## config.mk

```make
export PLATFORM = sky130hd
export DESIGN_NAME = radix_prefixed_integer_parser
export DESIGN_NICKNAME = d
export VERILOG_FILES = /design/src/rtl/rpip_pkg.sv /design/src/rtl/rpip_queue.sv /design/src/rtl/rpip_front.sv /design/src/rtl/rpip_back.sv /design/src/rtl/radix_prefixed_integer_parser.sv
export SDC_FILE = /design/constraint.sdc
export NUM_CORES = 1
export LEC_CHECK = 0
export ABC_AREA = 1
export BUFFER_PORTS_ARGS = -buffer_cell sky130_fd_sc_hd__buf_2
export CAP_MARGIN = 20
export CELL_PAD_IN_SITES_DETAIL_PLACEMENT = 0
export CELL_PAD_IN_SITES_GLOBAL_PLACEMENT = 1
export CORE_MARGIN = 2
export CORE_UTILIZATION = 35
export DETAILED_ROUTE_END_ITERATION = 10
export PLACE_DENSITY_LB_ADDON = 0.1
export SETUP_SLACK_MARGIN = 0.3
export SYNTH_ARGS = -nofsm -noshare
export SYNTH_HDL_FRONTEND = slang
export SYNTH_SLANG_ARGS = --single-unit
```

## constraint.sdc

```tcl
create_clock -name clk -period 6.7 [get_ports clk]
set_clock_uncertainty 0.1 [all_clocks]
set_input_delay 0.67 -clock clk [delete_from_list [all_inputs] [get_ports clk]]
set_output_delay 0.67 -clock clk [all_outputs]
set_load 0.01 [all_outputs]
```

## src/rtl/rpip_pkg.sv

```systemverilog
// Shared types and character constants for the radix-prefixed integer parser.
// No dependencies.
package rpip_pkg;

  localparam logic [7:0] CH_SPACE = 8'h20;
  localparam logic [7:0] CH_TAB   = 8'h09;
  localparam logic [7:0] CH_CR    = 8'h0D;
  localparam logic [7:0] CH_ZERO  = 8'h30;
  localparam logic [7:0] CH_NINE  = 8'h39;
  localparam logic [7:0] CH_LC_A  = 8'h61;
  localparam logic [7:0] CH_LC_F  = 8'h66;
  localparam logic [7:0] CH_UC_A  = 8'h41;
  localparam logic [7:0] CH_UC_F  = 8'h46;
  localparam logic [7:0] CH_LC_B  = 8'h62;
  localparam logic [7:0] CH_UC_B  = 8'h42;
  localparam logic [7:0] CH_LC_X  = 8'h78;
  localparam logic [7:0] CH_UC_X  = 8'h58;

  localparam int unsigned VALUE_W = 64;

  // Classified character word passed from front to back.
  typedef struct packed {
    logic       present;
    logic       last;
    logic       is_space;
    logic       is_bmark;
    logic       is_xmark;
    logic       is_digit;
    logic [3:0] digit;
  } cls_t;

endpackage

```

## src/rtl/rpip_queue.sv

```systemverilog
// Short FIFO of classified character words between front and back.
// Depends on rpip_pkg.
module rpip_queue #(
  parameter int unsigned DEPTH = 4
) (
  input  logic          clk,
  input  logic          rst,
  input  logic          wr_en,
  input  rpip_pkg::cls_t wr_data,
  output logic          full,
  input  logic          rd_en,
  output logic          rd_valid,
  output rpip_pkg::cls_t rd_data
);
  import rpip_pkg::*;

  localparam int unsigned PTR_W = (DEPTH > 1) ? $clog2(DEPTH) : 1;
  localparam int unsigned CNT_W = $clog2(DEPTH + 1);
  localparam logic [PTR_W-1:0] LAST_IDX = PTR_W'(DEPTH - 1);
  localparam logic [CNT_W-1:0] FULL_CNT = CNT_W'(DEPTH);

  cls_t             store [DEPTH];
  logic [PTR_W-1:0] wr_ptr;
  logic [PTR_W-1:0] rd_ptr;
  logic [CNT_W-1:0] count;

  assign full     = (count == FULL_CNT);
  assign rd_valid = (count != '0);
  assign rd_data  = store[rd_ptr];

  always_ff @(posedge clk) begin
    if (wr_en) begin
      store[wr_ptr] <= wr_data;
    end
  end

  always_ff @(posedge clk) begin
    if (rst) begin
      wr_ptr <= '0;
      rd_ptr <= '0;
      count  <= '0;
    end else begin
      if (wr_en) begin
        wr_ptr <= (wr_ptr == LAST_IDX) ? '0 : wr_ptr + 1'b1;
      end
      if (rd_en) begin
        rd_ptr <= (rd_ptr == LAST_IDX) ? '0 : rd_ptr + 1'b1;
      end
      case ({wr_en, rd_en})
        2'b10:   count <= count + 1'b1;
        2'b01:   count <= count - 1'b1;
        default: count <= count;
      endcase
    end
  end

endmodule

```

## src/rtl/rpip_front.sv

```systemverilog
// Input side: takes character words, drops empty ones and classifies the rest.
// Depends on rpip_pkg; feeds rpip_queue.
module rpip_front (
  input  logic          in_valid,
  output logic          in_stall,
  input  logic [7:0]    char_code,
  input  logic          char_present,
  input  logic          end_of_string,
  input  logic          q_full,
  output logic          q_wr_en,
  output rpip_pkg::cls_t q_wr_data
);
  import rpip_pkg::*;

  logic is_dec;
  logic is_lc;
  logic is_uc;

  assign in_stall = q_full;
  // a word with neither a character nor an end mark does nothing
  assign q_wr_en  = in_valid && !q_full && (char_present || end_of_string);

  always_comb begin
    is_dec = (char_code >= CH_ZERO) && (char_code <= CH_NINE);
    is_lc  = (char_code >= CH_LC_A) && (char_code <= CH_LC_F);
    is_uc  = (char_code >= CH_UC_A) && (char_code <= CH_UC_F);

    q_wr_data.present  = char_present;
    q_wr_data.last     = end_of_string;
    q_wr_data.is_space = (char_code == CH_SPACE) ||
                         ((char_code >= CH_TAB) && (char_code <= CH_CR));
    q_wr_data.is_bmark = (char_code == CH_LC_B) || (char_code == CH_UC_B);
    q_wr_data.is_xmark = (char_code == CH_LC_X) || (char_code == CH_UC_X);
    q_wr_data.is_digit = is_dec || is_lc || is_uc;
    if (is_dec) begin
      q_wr_data.digit = 4'(char_code - CH_ZERO);
    end else if (is_lc) begin
      q_wr_data.digit = 4'(char_code - CH_LC_A + 8'd10);
    end else if (is_uc) begin
      q_wr_data.digit = 4'(char_code - CH_UC_A + 8'd10);
    end else begin
      q_wr_data.digit = 4'd0;
    end
  end

endmodule

```

## src/rtl/rpip_back.sv

```systemverilog
// Parse engine: prefix/phase tracking, saturating shift-add accumulator and
// the registered result stage. Depends on rpip_pkg; reads from rpip_queue.
module rpip_back (
  input  logic          clk,
  input  logic          rst,
  input  logic          q_valid,
  input  rpip_pkg::cls_t q_data,
  output logic          q_rd_en,
  output logic          out_valid,
  input  logic          out_stall,
  output logic [rpip_pkg::VALUE_W-1:0] parsed_value,
  output logic          parse_ok
);
  import rpip_pkg::*;

  typedef enum logic [2:0] {
    PH_LEAD,
    PH_ZERO,
    PH_RUN,
    PH_TRAIL
  } phase_t;

  typedef enum logic [1:0] {
    RX_DEC,
    RX_BIN,
    RX_OCT,
    RX_HEX
  } radix_t;

  localparam int unsigned WIDE_W = VALUE_W + 4;

  phase_t             phase, phase_next;
  radix_t             radix, radix_next;
  logic [VALUE_W-1:0] acc, acc_next;
  logic               err, err_next;

  radix_t             rx_use;
  logic               dig_ok;
  logic               take_digit;
  logic [WIDE_W-1:0]  acc_wide;
  logic [WIDE_W-1:0]  prod;
  logic [VALUE_W-1:0] mac;
  logic               out_free;

  assign out_free = !out_valid || !out_stall;
  // an end word has to wait for the result register; others go straight on
  assign q_rd_en  = q_valid && (!q_data.last || out_free);

  // saturating acc * base + digit
  always_comb begin
    acc_wide = {4'd0, acc};
    case (rx_use)
      RX_BIN:  prod = acc_wide << 1;
      RX_OCT:  prod = acc_wide << 3;
      RX_HEX:  prod = acc_wide << 4;
      default: prod = (acc_wide << 3) + (acc_wide << 1);
    endcase
    prod = prod + {{(WIDE_W-4){1'b0}}, q_data.digit};
    mac  = (prod[WIDE_W-1:VALUE_W] != 4'd0) ? '1 : prod[VALUE_W-1:0];
  end

  always_comb begin
    case (phase)
      PH_LEAD: rx_use = RX_DEC;
      PH_ZERO: rx_use = RX_OCT;
      default: rx_use = radix;
    endcase
    case (rx_use)
      RX_BIN:  dig_ok = q_data.is_digit && (q_data.digit <= 4'd1);
      RX_OCT:  dig_ok = q_data.is_digit && (q_data.digit <= 4'd7);
      RX_HEX:  dig_ok = q_data.is_digit;
      default: dig_ok = q_data.is_digit && (q_data.digit <= 4'd9);
    endcase
  end

  always_comb begin
    phase_next = phase;
    radix_next = radix;
    err_next   = err;
    take_digit = 1'b0;
    if (q_data.present && !err) begin
      unique case (phase)
        PH_LEAD: begin
          if (q_data.is_space) begin
            phase_next = PH_LEAD;
          end else if (q_data.is_digit && (q_data.digit == 4'd0)) begin
            phase_next = PH_ZERO;
            radix_next = RX_OCT;
          end else begin
            radix_next = RX_DEC;
            if (dig_ok) begin
              take_digit = 1'b1;
              phase_next = PH_RUN;
            end else begin
              err_next = 1'b1;
            end
          end
        end
        PH_ZERO: begin
          if (q_data.is_bmark) begin
            radix_next = RX_BIN;
            phase_next = PH_RUN;
          end else if (q_data.is_xmark) begin
            radix_next = RX_HEX;
            phase_next = PH_RUN;
          end else if (q_data.is_space) begin
            phase_next = PH_TRAIL;
          end else if (dig_ok) begin
            take_digit = 1'b1;
            phase_next = PH_RUN;
          end else begin
            err_next = 1'b1;
          end
        end
        PH_RUN: begin
          if (q_data.is_space) begin
            phase_next = PH_TRAIL;
          end else if (dig_ok) begin
            take_digit = 1'b1;
          end else begin
            err_next = 1'b1;
          end
        end
        default: begin
          if (!q_data.is_space) begin
            err_next = 1'b1;
          end
        end
      endcase
    end
    acc_next = take_digit ? mac : acc;
  end

  always_ff @(posedge clk) begin
    if (rst) begin
      phase     <= PH_LEAD;
      radix     <= RX_DEC;
      acc       <= '0;
      err       <= 1'b0;
      out_valid <= 1'b0;
    end else begin
      if (q_rd_en && q_data.last) begin
        out_valid <= 1'b1;
      end else if (out_valid && !out_stall) begin
        out_valid <= 1'b0;
      end
      if (q_rd_en) begin
        if (q_data.last) begin
          parsed_value <= err_next ? '0 : acc_next;
          parse_ok     <= !err_next;
          phase        <= PH_LEAD;
          radix        <= RX_DEC;
          acc          <= '0;
          err          <= 1'b0;
        end else begin
          phase <= phase_next;
          radix <= radix_next;
          acc   <= acc_next;
          err   <= err_next;
        end
      end
    end
  end

endmodule

```

## src/rtl/radix_prefixed_integer_parser.sv

```systemverilog
// Radix-prefixed integer parser, top level: front classifier, word queue, parse engine.
// Result path: an end word passes through the word queue and then the result register before out_valid rises.
// Throughput: one character word per cycle while in_stall is low; the queue absorbs output stalls until full.
// Reset: synchronous on rst; clears the queue, the parse state and out_valid.
// Depends on rpip_pkg, rpip_front, rpip_queue and rpip_back.
module radix_prefixed_integer_parser #(
  parameter int unsigned QUEUE_DEPTH = 4
) (
  input  logic        clk,
  input  logic        rst,
  input  logic        in_valid,
  output logic        in_stall,
  input  logic [7:0]  char_code,
  input  logic        char_present,
  input  logic        end_of_string,
  output logic        out_valid,
  input  logic        out_stall,
  output logic [63:0] parsed_value,
  output logic        parse_ok
);
  import rpip_pkg::*;

  logic q_full;
  logic q_wr_en;
  cls_t q_wr_data;
  logic q_rd_en;
  logic q_valid;
  cls_t q_rd_data;

  rpip_front u_front (
    .in_valid      (in_valid),
    .in_stall      (in_stall),
    .char_code     (char_code),
    .char_present  (char_present),
    .end_of_string (end_of_string),
    .q_full        (q_full),
    .q_wr_en       (q_wr_en),
    .q_wr_data     (q_wr_data)
  );

  rpip_queue #(
    .DEPTH (QUEUE_DEPTH)
  ) u_queue (
    .clk      (clk),
    .rst      (rst),
    .wr_en    (q_wr_en),
    .wr_data  (q_wr_data),
    .full     (q_full),
    .rd_en    (q_rd_en),
    .rd_valid (q_valid),
    .rd_data  (q_rd_data)
  );

  rpip_back u_back (
    .clk          (clk),
    .rst          (rst),
    .q_valid      (q_valid),
    .q_data       (q_rd_data),
    .q_rd_en      (q_rd_en),
    .out_valid    (out_valid),
    .out_stall    (out_stall),
    .parsed_value (parsed_value),
    .parse_ok     (parse_ok)
  );

endmodule

```

Word-level counts from Yosys, hierarchy flattened. Memory sizes are Yosys's and may differ from the RTL's. A register that Yosys moved wholly into a read port is not among the register bits. Index checks and enable logic that the tools add are counted.

Flip-flop bits (word level): 143. Bits in writable memories: 40. Bits of input ports: 14. Output and inout port bits: 67. Word-level logic and storage cells: 145. Memories: 1.

$add $sub $neg: 11. Order comparisons: 11. Equal/unequal tests: 18. Mux-type cells: 53. Bitwise operators: 1. Reduce and logical (&&, ||, !) cells: 40.

Memories: u_queue.store (words 4, bits a word 10, read ports 1, clocked after Yosys merged registers in 1, write ports 1, RTL line rpip_queue.sv:22) `cls_t store [DEPTH];`.

Operator list (count): 68-bit one-hot mux with 3 select lines (1); 64-bit two-way mux (3); 67-bit by 65-bit adder with 68-bit output (1); 68-bit by 4-bit adder with 68-bit output (1); 8-bit by 7-bit equality test with 1-bit output (second input constant) (4); 3-bit two-way mux (9); 1-bit two-way mux (20); 2-bit two-way mux (10); 8-bit by 7-bit greater-or-equal comparator with 1-bit output (second input constant) (2); 8-bit by 7-bit <= comparator with 1-bit output (second input constant) (2); 1-bit logical AND (14); 4-bit two-way mux (3); 4-bit by 1-bit subtractor with 4-bit output (second input constant) (3); 2-bit equality test (second input constant) (5); 1-bit one-hot mux with 3 select lines (3); 3-bit one-hot mux with 3 select lines (1); 4-bit adder (second input constant) (2); 8-bit by 6-bit equality test with 1-bit output (second input constant) (1); 8-bit by 4-bit greater-or-equal comparator with 1-bit output (second input constant) (1); 8-bit by 6-bit greater-or-equal comparator with 1-bit output (second input constant) (1); 8-bit by 4-bit <= comparator with 1-bit output (second input constant) (1); 8-bit by 6-bit <= comparator with 1-bit output (second input constant) (1); 1-bit logical OR (8); 2-bit one-hot mux with 2 select lines (2); other kinds (24) (35).

Depth between registers and ports, before layout. Gate-level depths: netlist (run 1).

Word-level depth: 12. Mapped depth: 39.

Modules after synthesis. Synthesis (run 1) repeated with hierarchy kept, for this count alone.

Cells, all modules: 3175. Area total of the unflattened synthesis: 19064.5 um^2.

Modules (own cells, without submodules): rpip_back (instances 1, cells each 2966, area an instance 16764.8 um^2, seq. area each 3373.2 um^2); rpip_queue (instances 1, cells each 157, area an instance 1960.6 um^2, seq. area each 1381.3 um^2); rpip_front (instances 1, cells each 52, area an instance 339.1 um^2, seq. area each 0.0 um^2).

Least setup slack after synthesis (run 1). OpenSTA, ideal clock, no wires.

Kind: reg-to-reg. Start point: register u_back.phase[1]. End point: register u_back.parsed_value[16] (netlist bit) (data pin). Arrival: 4756 ps. Required time: 6334 ps. Path slack: 1578 ps. Cell stages (with the launch flop): 39. Path buffers: 6. Clock period less this slack: 5122 ps. Path through: dfxtp_1 nor2_1 inv_1 nor2_1 a21oi_1 inv_1 ha_1 buf_2 inv_2 buf_2 buf_6 buf_6 clkbuf_1 o221ai_1 o21ai_0 inv_1 ha_1 nand3_1 (+3 left out) nand2_2 nor2_2 nand3_1 nor2_2 nand3_1 nor2_2 nand3_2 nor2_4 nand3_2 nor2_1 nand2_1 nand2_1 nand2_2 inv_4 buf_8 nand3_4 nand2_1 nor2_1.

Cells in the longest elaborated chain, start to end: 11. Elaborated cells between the ends (all ways): 29. Classes of those cells: 1 x add/sub; 5 x eq/ne; 21 x mux; 2 x reduce/logical.

RTL lines: from (decl) (RTL line rpip_back.sv:32) `phase_t phase, phase_next;`; from (signal assigned) (RTL line rpip_back.sv:156) `phase <= phase_next;`; parallel branches: the longest is 11 deep, another holds 68-bit by 4-bit adder with 68-bit output; to (signal assigned) (RTL line rpip_back.sv:149) `parsed_value <= err_next ? '0 : acc_next;`; to (decl) (RTL line rpip_back.sv:11) `output logic [rpip_pkg::VALUE_W-1:0] parsed_value,`.

Several ways; the timed one is not identified. A chain may end at the register's enable or synchronous reset.

Final worst setup path (run 1).
Start point: register u_back.phase[1]. End point: register u_back.parsed_value[52] (netlist bit) (data pin).

Same word-level chain as after synthesis.

==> flow_summary.yaml, run 1 <==
floorplan:
  core_um2: 55000
  rows: 86
  die_h_um: 239
  dieArea_um2: 57300
  start_util_pct: 35.3
  ios: 81
  die_w_um: 239
yosys:
  synth_edf_count: 105
  synth_area_leaders: "nand2_1 22%, edfxtp_1 16%, inv_1 11%, dfxtp_1 8.3%, nor2_1 6.2%"
  synthArstFlopShare_pct: 0
  syn-cell-area_um2: 19400
  synth_warnings: 0
  synth.most_common_cell: "nand2_1"
  synthCells: 3218
  syn_nets: 3315
  synth_top_flop_cell: "edfxtp_1"
  yosysTopAreaCell: "nand2_1"
  synth_cell_type_count: 53
  synth-seq-area-share_pct: 24.5
  synth_top_area_share_pct: 22.1
  syn_area_per_cell_um2: 6.03
  synth_common_cells: "1144 x nand2_1, 543 x inv_1, 320 x nor2_1"
  synth-seq-cells: 185
power_and_ir_drop:
  vdd_ir_drop_max_mv: 0.221
  p_leak_nw: 10.2
  cellPowerDensity_nw_per_um2: 304
finish:
  fin_area_um2: 21200
  fillers: 6082
  syn_to_final_growth_pct: 9.17
  finalNetCount: 3349
  n_antenna_cell: 0
  fin_cells: 4013
  drive_gt1_share_pct: 10.6
worst_setup_path:
  path_class: "reg2reg"
  r2r_slack_ps: 930
  ff2ff_path_depth: 31
  slowest_delay_ps: 440
  start_kind: "register"
  crit_start: "u_back.phase[1]"
  crit_slowest_cell: "ha_4"
  reg2reg_to: "u_back.parsed_value[52]"
  reg2reg_from: "u_back.phase[1]"
  endpoint_kind: "register"
  crit_fanout: 22
  crit_required_ps: 6820
  crit_arrival_ps: 5890
global_routing:
  grt_overflow: 0
  antenna_found_initial: 0
  grtUsageMet3_pct: 2.66
  grt_use_met1_pct: 33.7
  grt_max_degree: 90
  grt_pass1_wl_mm: 114
  gr-usage-met2_pct: 47.2
  grt_use_total_pct: 26.8
  grt_pass1_vias: 18797
  busiest_layer: "met2"
place:
  place_congestion: 0.955
  post-dp-hpwl_mm: 61.0
  io_buffers: 80
  place_area_um2: 20500
  placed_cells: 3978
cts:
  clock_sinks: 185
  clockBufferDepth: 2
  ctsHoldBuffers: 0
  root_buffer: "clkbuf_16"
  cts_buffers: 17
  cts_resized: 0
  cts.clk_slew.worst_paths_ps: 90
  clock_latency_ps: 470
  post_cts_buffers: 0
  cts_tree: "built"
  h-tree-depth: 4
sta:
  timing.final.hold_violations: 0
  setup_violations: 0
  maxSlewViolCount: 0
  relSlewSlack_pct: 28.0
  tightest_slew_ps: 1080
  fmax_ghz: 0.173
  final.setup.tns_ps: 0
  period_share_pct: 86.1
  whs_ps: 362
  period_minus_slack_ps: 5770
  rsz0062_at_grt: "false"
detailed_routing:
  finalWirelength_mm: 76.6
  vias: 19997
  vias_per_cell: 4.98
  wl_per_cell_um: 19.1
  first_pass_iters: 5
  ant_nets: 0
  drtIter0Drc: 1386
  drc: 0
run_status:
  outcome: "finished clean"
min_path:
  min_delay_worst_endpoint: "u_back.radix[0]"
  hold_path_class: "reg2reg"
  whs_path_depth: 2
  worstHoldStart: "u_back.radix[0]"
job:
  drv_cap: 0
cell usage in the layout (no fill, tap or decap), drive strengths merged, types with 25 or more instances in the layout:
cell,Yosys,routed
inv,561,567
o21ai,42,42
nor3,25,25
nand4,36,36
a21oi,198,198
nand3,319,319
dfxtp,80,80
o221ai,35,35
nor2,354,354
nand2,1172,1172
edfxtp,105,105
ha,80,80
buf,46,108
worst max path at each step:
stage	to	slack, ps	cells past startpoint
floorplan	u_back.parsed_value[16]	1580	38
global placement	u_back.parsed_value[52]	1160	31
detailed placement	u_back.parsed_value[52]	980	31
CTS	u_back.parsed_value[52]	980	31
global route	u_back.parsed_value[58]	440	31
finish	u_back.parsed_value[52]	930	31
area by class of cell:
class                      instances  area, µm²  area share, %
clock inverter                    14        201          0.951
tap                              748        936           4.42
sequential                       185       4750           22.5
multi-input combinational       2372      12000           56.7
clock buffer                      18        429           2.03
inverter                         567       2130           10.1
timing repair buffer             109        719           3.40
sequential cells by signal (all words and copies together), names as in the netlist, named ones only:
| name | cells |
|---|---|
| u_back.acc | 64 |
| u_back.parsed_value | 64 |
| u_queue.store | 40 |
| u_back.phase | 3 |
| u_queue.count | 3 |
| u_back.radix | 2 |
| u_queue.rd_ptr | 2 |
| u_queue.wr_ptr | 2 |
| u_back.err | 1 |
| u_back.out_valid | 1 |
| u_back.parse_ok | 1 |
kinds of logic (layout without fill, tap and decap cells):
kind of cell | count (synthesis) | in the layout | synth area share, %
flops | 185 | 185 | 24.5
xor+xnor | 26 | 26 | 1.17
buf+inv | 661 | 708 | 13.9
compound gates | 328 | 328 | 10.0
fa+ha+maj | 83 | 83 | 5.47
simple gates | 1935 | 1935 | 44.9
per-stage QoR:
step                util [%]  power, mW  setup WS, ps
floorplan                  -       4.14          1580
global placement        37.2       5.34          1160
detailed placement      37.3       5.37           981
CTS                     38.4       6.49           980
global route            38.5       6.88           442
finish                  38.5       6.44           931
report_power, final:
group / leakage, nW / internal [mW] / total, mW / switching, mW
Clock: 0.303 / 0.575 / 1.12 / 0.544
Combinational: 8.24 / 1.03 / 3.57 / 2.54
Sequential: 1.63 / 1.52 / 1.75 / 0.234
Total: 10.2 / 3.12 / 6.44 / 3.32
worst max-delay path, delay by kind of cell, from the launching register on:
family          cells  cell delay, ps
buf+inv             5            1050
simple gates       22            2580
compound gates      2             580
fa+ha+maj           2             800
flops               1             370
routing by layer:
metal	share of wire, %	up-vias	routed length [µm]
met3	4.2	92	3240
li1	-	10227	-
met1	43	9171	33300
met5	0	-	0
met4	3.8	0	2880
met2	49	507	37200
Power figures use the tool's default switching activity.
==> run 2, diff against run 1 <==
--- a/config.mk
+++ b/config.mk
@@ -5,7 +5,6 @@
 export SDC_FILE = /design/constraint.sdc
 export NUM_CORES = 1
 export LEC_CHECK = 0
-export ABC_AREA = 1
 export BUFFER_PORTS_ARGS = -buffer_cell sky130_fd_sc_hd__buf_2
 export CAP_MARGIN = 20
 export CELL_PAD_IN_SITES_DETAIL_PLACEMENT = 0
@@ -13,6 +12,7 @@
 export CORE_MARGIN = 2
 export CORE_UTILIZATION = 35
 export DETAILED_ROUTE_END_ITERATION = 10
+export MAX_ROUTING_LAYER = met4
 export PLACE_DENSITY_LB_ADDON = 0.1
 export SETUP_SLACK_MARGIN = 0.3
 export SYNTH_ARGS = -nofsm -noshare
==> run 2 against run 1 <==
- count of clock-buffer cells in the layout shrank 1
- largest cell class unchanged
- register-to-register slack got worse by 340 ps
- critical path type unchanged
- hold slack lost 40 ps
- sequential share of layout area increased by 4.4 points
- global-route usage up 0.63 points
- final cell count is 37% lower
- area after synthesis shrank 17%
==> flow_summary.yaml, run 2 <==
detailed_routing:
  vias: 16217
  first_pass_iters: 9
  drc: 0
  wl_per_cell_um: 25.3
  drtIter0Drc: 2057
  ant_nets: 0
  vias_per_cell: 6.41
  finalWirelength_mm: 64.0
floorplan:
  die_h_um: 218
  core_um2: 45300
  die_w_um: 218
  ios: 81
  dieArea_um2: 47600
  start_util_pct: 35.4
  rows: 78
worst_setup_path:
  start_kind: "register"
  crit_required_ps: 6840
  crit_arrival_ps: 6250
  r2r_slack_ps: 590
  crit_fanout: 44
  crit_slowest_cell: "a21oi_2"
  crit_top_cell: "a21oi_2"
  critical_path_buf_inv_count: 1
  crit_chain: "ha_1, a21oi_2, o211ai_2, a21oi_2, o221ai_1, a31oi_1, xnor2_1, nor2_1, nor4_2, nand4_1, nor4_1, mux2_2, or2_2, buf_12, o221a_1"
  path_delay_family: "compound AO/OA/AOI/OAI gates"
  endpoint_kind: "register"
  slowest_delay_ps: 600
  path_class: "reg2reg"
sta:
  relSlewSlack_pct: 27.8
  setup_violations: 0
  final.setup.tns_ps: 0
  period_minus_slack_ps: 6110
  rsz0062_at_grt: "false"
  maxSlewViolCount: 0
  fmax_ghz: 0.164
  timing.final.hold_violations: 0
  period_share_pct: 91.2
  tightest_slew_ps: 1070
yosys:
  syn_nets: 2010
  synth_warnings: 0
  synthCells: 1913
  syn_area_per_cell_um2: 8.39
  synth_common_cells: "190 x nor2_1, 172 x nand2_1, 137 x a21oi_1"
  synthArstFlopShare_pct: 0
  synth.most_common_cell: "nor2_1"
  synth-seq-cells: 185
  synth_cell_type_count: 92
  synth_edf_count: 105
  syn-cell-area_um2: 16000
  synth_top_area_share_pct: 19.7
  synth-seq-area-share_pct: 29.6
  synth_top_flop_cell: "edfxtp_1"
  yosysTopAreaCell: "edfxtp_1"
  synth_area_leaders: "edfxtp_1 20%, dfxtp_1 10%, ha_1 6.2%, nor2_1 4.4%, a21oi_1 4.3%"
run_status:
  outcome: "finished clean"
global_routing:
  grt_overflow: 0
  grt_max_degree: 87
  grt_use_total_pct: 27.4
  grt_pass1_wl_mm: 96.4
  grt_pass1_vias: 15218
  antenna_found_initial: 0
cts:
  clockBufferDepth: 2
  root_buffer: "clkbuf_16"
  clock_latency_ps: 500
  cts_buffers: 17
  clock_sinks: 185
  cts.clk_slew.worst_paths_ps: 80
  cts_tree: "built"
  h-tree-depth: 4
min_path:
  hold_path_class: "in2reg"
place:
  place_congestion: 0.950
  io_buffers: 80
  post-dp-hpwl_mm: 47.8
finish:
  finalNetCount: 2015
  final_util_pct: 39.1
  n_antenna_cell: 0
  drive_gt1_share_pct: 11.7
  layout_commonest_cell: "nor2_1"
  syn_to_final_growth_pct: 10.2
  reg_top3: "u_back.acc: 64 flops, u_back.parsed_value: 64 flops, u_queue.store: 40 flops"
  fillers: 4716
  layout_common_cells: "185 x nor2_1, 172 x nand2_1, 136 x a21oi_1, 111 x nor3_1, 105 x edfxtp_1"
power_and_ir_drop:
  finalPower_mw: 4.07
  vdd_ir_drop_max_mv: 0.248
  p_leak_nw: 5.99
  cellPowerDensity_nw_per_um2: 230
job:
  drv_cap: 0
[run 2: layout make-up]
class	count	area [µm²]	share of cell area, %
Multi-Input combinational cell	1551	10600	60.2
Sequential cell	185	4750	26.9
Timing Repair Buffer	132	830	4.69
Tap cell	600	751	4.24
Clock buffer	17	425	2.41
Clock inverter	15	166	0.941
Inverter	31	116	0.658
[run 2: what timing repair did]
item / 4_1_cts / 5_1_grt
gates resized for setup: 0 / 5
hold buffers: 0 / 0
buffers inserted: 0 / 3
setup endpoints to repair: 0 / 128
[run 2: logic make-up after synthesis]
group	share of synthesized area [%]
buffers and inverters	4.77
adders and majority gates	6.61
AOI/OAI and AO/OA	29.9
muxes	2.81
xor gates and xnor gates	4.75
DFF	29.6
and+or+nand+nor	21.5
[run 2: worst paths after layout]
check / from / end / cells after the start
max reg2reg: u_back.acc[8] / u_back.parsed_value[14] / 15
min: end_of_string / u_queue.store[1][8] / 1
max: u_back.acc[8] / u_back.parsed_value[14] / 15
min reg2reg: u_back.out_valid / u_back.out_valid / 2
[run 2: stage by stage]
stage / hold slack, ps / worst slack, ps / instance area (µm²) / instances
floorplan: 344 / 300 / 16100 / 1913
global placement: 354 / 649 / 17000 / 2494
detailed placement: 365 / 485 / 17000 / 2495
CTS: 289 / 473 / 17600 / 2527
global route: 303 / 308 / 17700 / 2531
finish: 323 / 588 / 17700 / 2531
[run 2: metal layers]
metal | GRT usage, % | wire (µm)
met1 | 38.8 | 30100
met2 | 39.7 | 27700
met5 | - | 0
met4 | 6.69 | 1260
met3 | 5.68 | 4980
[run 2: power by group]
| part | internal [mW] | switching [mW] | total [mW] |
|---|---|---|---|
| combinational | 0.508 | 1.02 | 1.53 |
| sequential | 1.39 | 0.104 | 1.49 |
| clock | 0.502 | 0.548 | 1.05 |
| total | 2.40 | 1.68 | 4.07 |
==> run 3, diff against run 2 <==
--- a/config.mk
+++ b/config.mk
@@ -10,7 +10,7 @@
 export CELL_PAD_IN_SITES_DETAIL_PLACEMENT = 0
 export CELL_PAD_IN_SITES_GLOBAL_PLACEMENT = 1
 export CORE_MARGIN = 2
-export CORE_UTILIZATION = 35
+export CORE_UTILIZATION = 47
 export DETAILED_ROUTE_END_ITERATION = 10
 export MAX_ROUTING_LAYER = met4
 export PLACE_DENSITY_LB_ADDON = 0.1
==> run 3 against run 2 <==
- routed wire length fell by 9.5%
- cell area fell by 1.3%
- non-clock buffer count fell by 8
- die area fell by 25%
- utilization rose by 13 points
- final cell count fell by 6.3%
- critical path type unchanged
- critical path depth rose by 1
- combinational power fell by 4%
- sequential cell count did not move
- hold slack improved by 14 ps
- worst setup slack got worse by 140 ps
- register-to-register slack got worse by 140 ps
- largest power group is now registers
==> flow_summary.yaml, run 3 (synthesized netlist as in run 2, its figures left out) <==
run_status:
  outcome: "finished clean"
worst_setup_path:
  reg2reg_from: "u_back.acc[0]"
  ff2ff_path_depth: 16
  crit_fanout: 62
  crit_chain: "ha_1, fa_1, a211oi_2, o21ai_1, a211oi_1, o21ai_0, a21oi_1, mux2i_1, a32oi_1, or3b_4, or4_1, nor3_2, mux2i_4, or2_2, buf_12, o221a_1"
  crit_slowest_cell: "or4_1"
  crit_arrival_ps: 6360
  crit_start: "u_back.acc[0]"
  r2r_slack_ps: 450
  endpoint_kind: "register"
  path_delay_family: "compound AO/OA/AOI/OAI gates"
  path_class: "reg2reg"
  slowest_delay_ps: 630
  start_kind: "register"
  reg2reg_to: "u_back.parsed_value[22]"
  crit_required_ps: 6810
  critical_path_buf_inv_count: 1
detailed_routing:
  vias_per_cell: 6.85
  vias: 16259
  first_pass_iters: 7
  drtIter0Drc: 1579
  wl_per_cell_um: 24.4
  finalWirelength_mm: 57.9
  drc: 0
  ant_nets: 0
job:
  drv_cap: 0
cts:
  clockBufferDepth: 2
  h-tree-depth: 4
  cts.clk_slew.worst_paths_ps: 90
  ctsHoldBuffers: 0
  clock_latency_ps: 460
  cts_tree: "built"
  root_buffer: "clkbuf_16"
  cts_buffers: 17
  clock_sinks: 185
sta:
  period_share_pct: 93.3
  period_minus_slack_ps: 6250
  relSlewSlack_pct: 34.4
  final.setup.tns_ps: 0
  tightest_slew_ps: 976
  setup_slack_ps: 447
  rsz0062_at_grt: "true"
  timing.final.hold_violations: 0
  fmax_ghz: 0.160
  maxSlewViolCount: 0
  setup_violations: 0
floorplan:
  dieArea_um2: 35600
  die_h_um: 189
  die_w_um: 189
  ios: 81
  core_um2: 33600
  start_util_pct: 47.7
  rows: 67
place:
  post-dp-hpwl_mm: 42.6
  place_ws_ps: 545
  io_buffers: 80
  place_congestion: 1.05
min_path:
  whs_path_depth: 1
  worstHoldStart: "end_of_string"
  min_delay_worst_endpoint: "u_queue.store[3][8]"
  hold_path_class: "in2reg"
global_routing:
  grt_max_degree: 67
  grt_use_total_pct: 32.9
  grt_pass1_wl_mm: 89.1
  antenna_found_initial: 1
  grt_overflow: 0
  grt_pass1_vias: 15216
finish:
  fillers: 3188
  finalNetCount: 2007
  reg_top3: "u_back.acc: 64 flops, u_back.parsed_value: 64 flops, u_queue.store: 40 flops"
  syn_to_final_growth_pct: 8.83
  ff_latch_area_um2: 4750
  multiInputGateArea_um2: 10600
  drive_gt1_share_pct: 11.4
  layout_commonest_cell: "nor2_1"
  layout_common_cells: "185 x nor2_1, 172 x nand2_1, 136 x a21oi_1, 111 x nor3_1, 105 x edfxtp_1"
power_and_ir_drop:
  vdd_ir_drop_max_mv: 0.353
  finalPower_mw: 4.02
  cellPowerDensity_nw_per_um2: 230
  p_leak_nw: 5.93
==> run 3: worst max path at each step <==
stage | to | cells past startpoint | slack, ps
3_5_place_dp | u_back.acc[32] | 20 | 550
4_1_cts | u_back.acc[32] | 16 | 460
2_1_floorplan | u_back.parsed_value[51] | 32 | 300
6_report | u_back.parsed_value[22] | 16 | 450
5_1_grt | u_back.acc[13] | 16 | 250
3_3_place_gp | u_back.acc[13] | 16 | 550
==> run 3: timing repair <==
item / 4_1_cts / 5_1_grt
gates resized for setup: 0 / 4
hold endpoints to repair: 0 / 0
setup endpoints to repair: 0 / 112
setup buffers: 0 / 2
==> run 3: report_power, final <==
part           switching, mW  internal [mW]
combinational          0.966          0.501
clock                  0.543          0.512
sequential             0.113           1.39
total                   1.62           2.40
==> run 3: metal layers <==
layer,vias to the layer above,share of wire [%],global-route usage (%)
met5,-,0,-
met4,0,4.5,15.2
met3,141,6.8,3.63
met2,793,47,52.8
met1,7800,42,41.8
li1,7525,-,-
==> run 3: layout make-up <==
cell class,count,area share [%]
antenna,1,0.0143
inverter,31,0.666
multi-input combinational,1551,60.9
timing repair buffer,124,4.40
clock inverter,15,1.12
sequential,185,27.2
clock buffer,17,2.44
tap,448,3.21
==> run 3: metrics by stage <==
| step | instances | hold slack (ps) | area [µm²] | utilization [%] |
|---|---|---|---|---|
| after floorplan | 1913 | 344 | 16100 | - |
| after global placement | 2335 | 359 | 16800 | 49.9 |
| after detailed placement | 2336 | 358 | 16800 | 50.0 |
| after CTS | 2368 | 325 | 17400 | 51.8 |
| after global routing | 2372 | 346 | 17500 | 51.9 |
| final | 2372 | 336 | 17500 | 51.9 |
==> run 3: worst reg2reg max path: cells and delay by family (launching register included) <==
kind,cells,cell delay (ps)
AOI/OAI and AO/OA,7,2390
adders and majority gates,2,730
buffers and inverters,1,200
DFF,1,390
muxes,2,400
and+or+nand+nor,4,1790
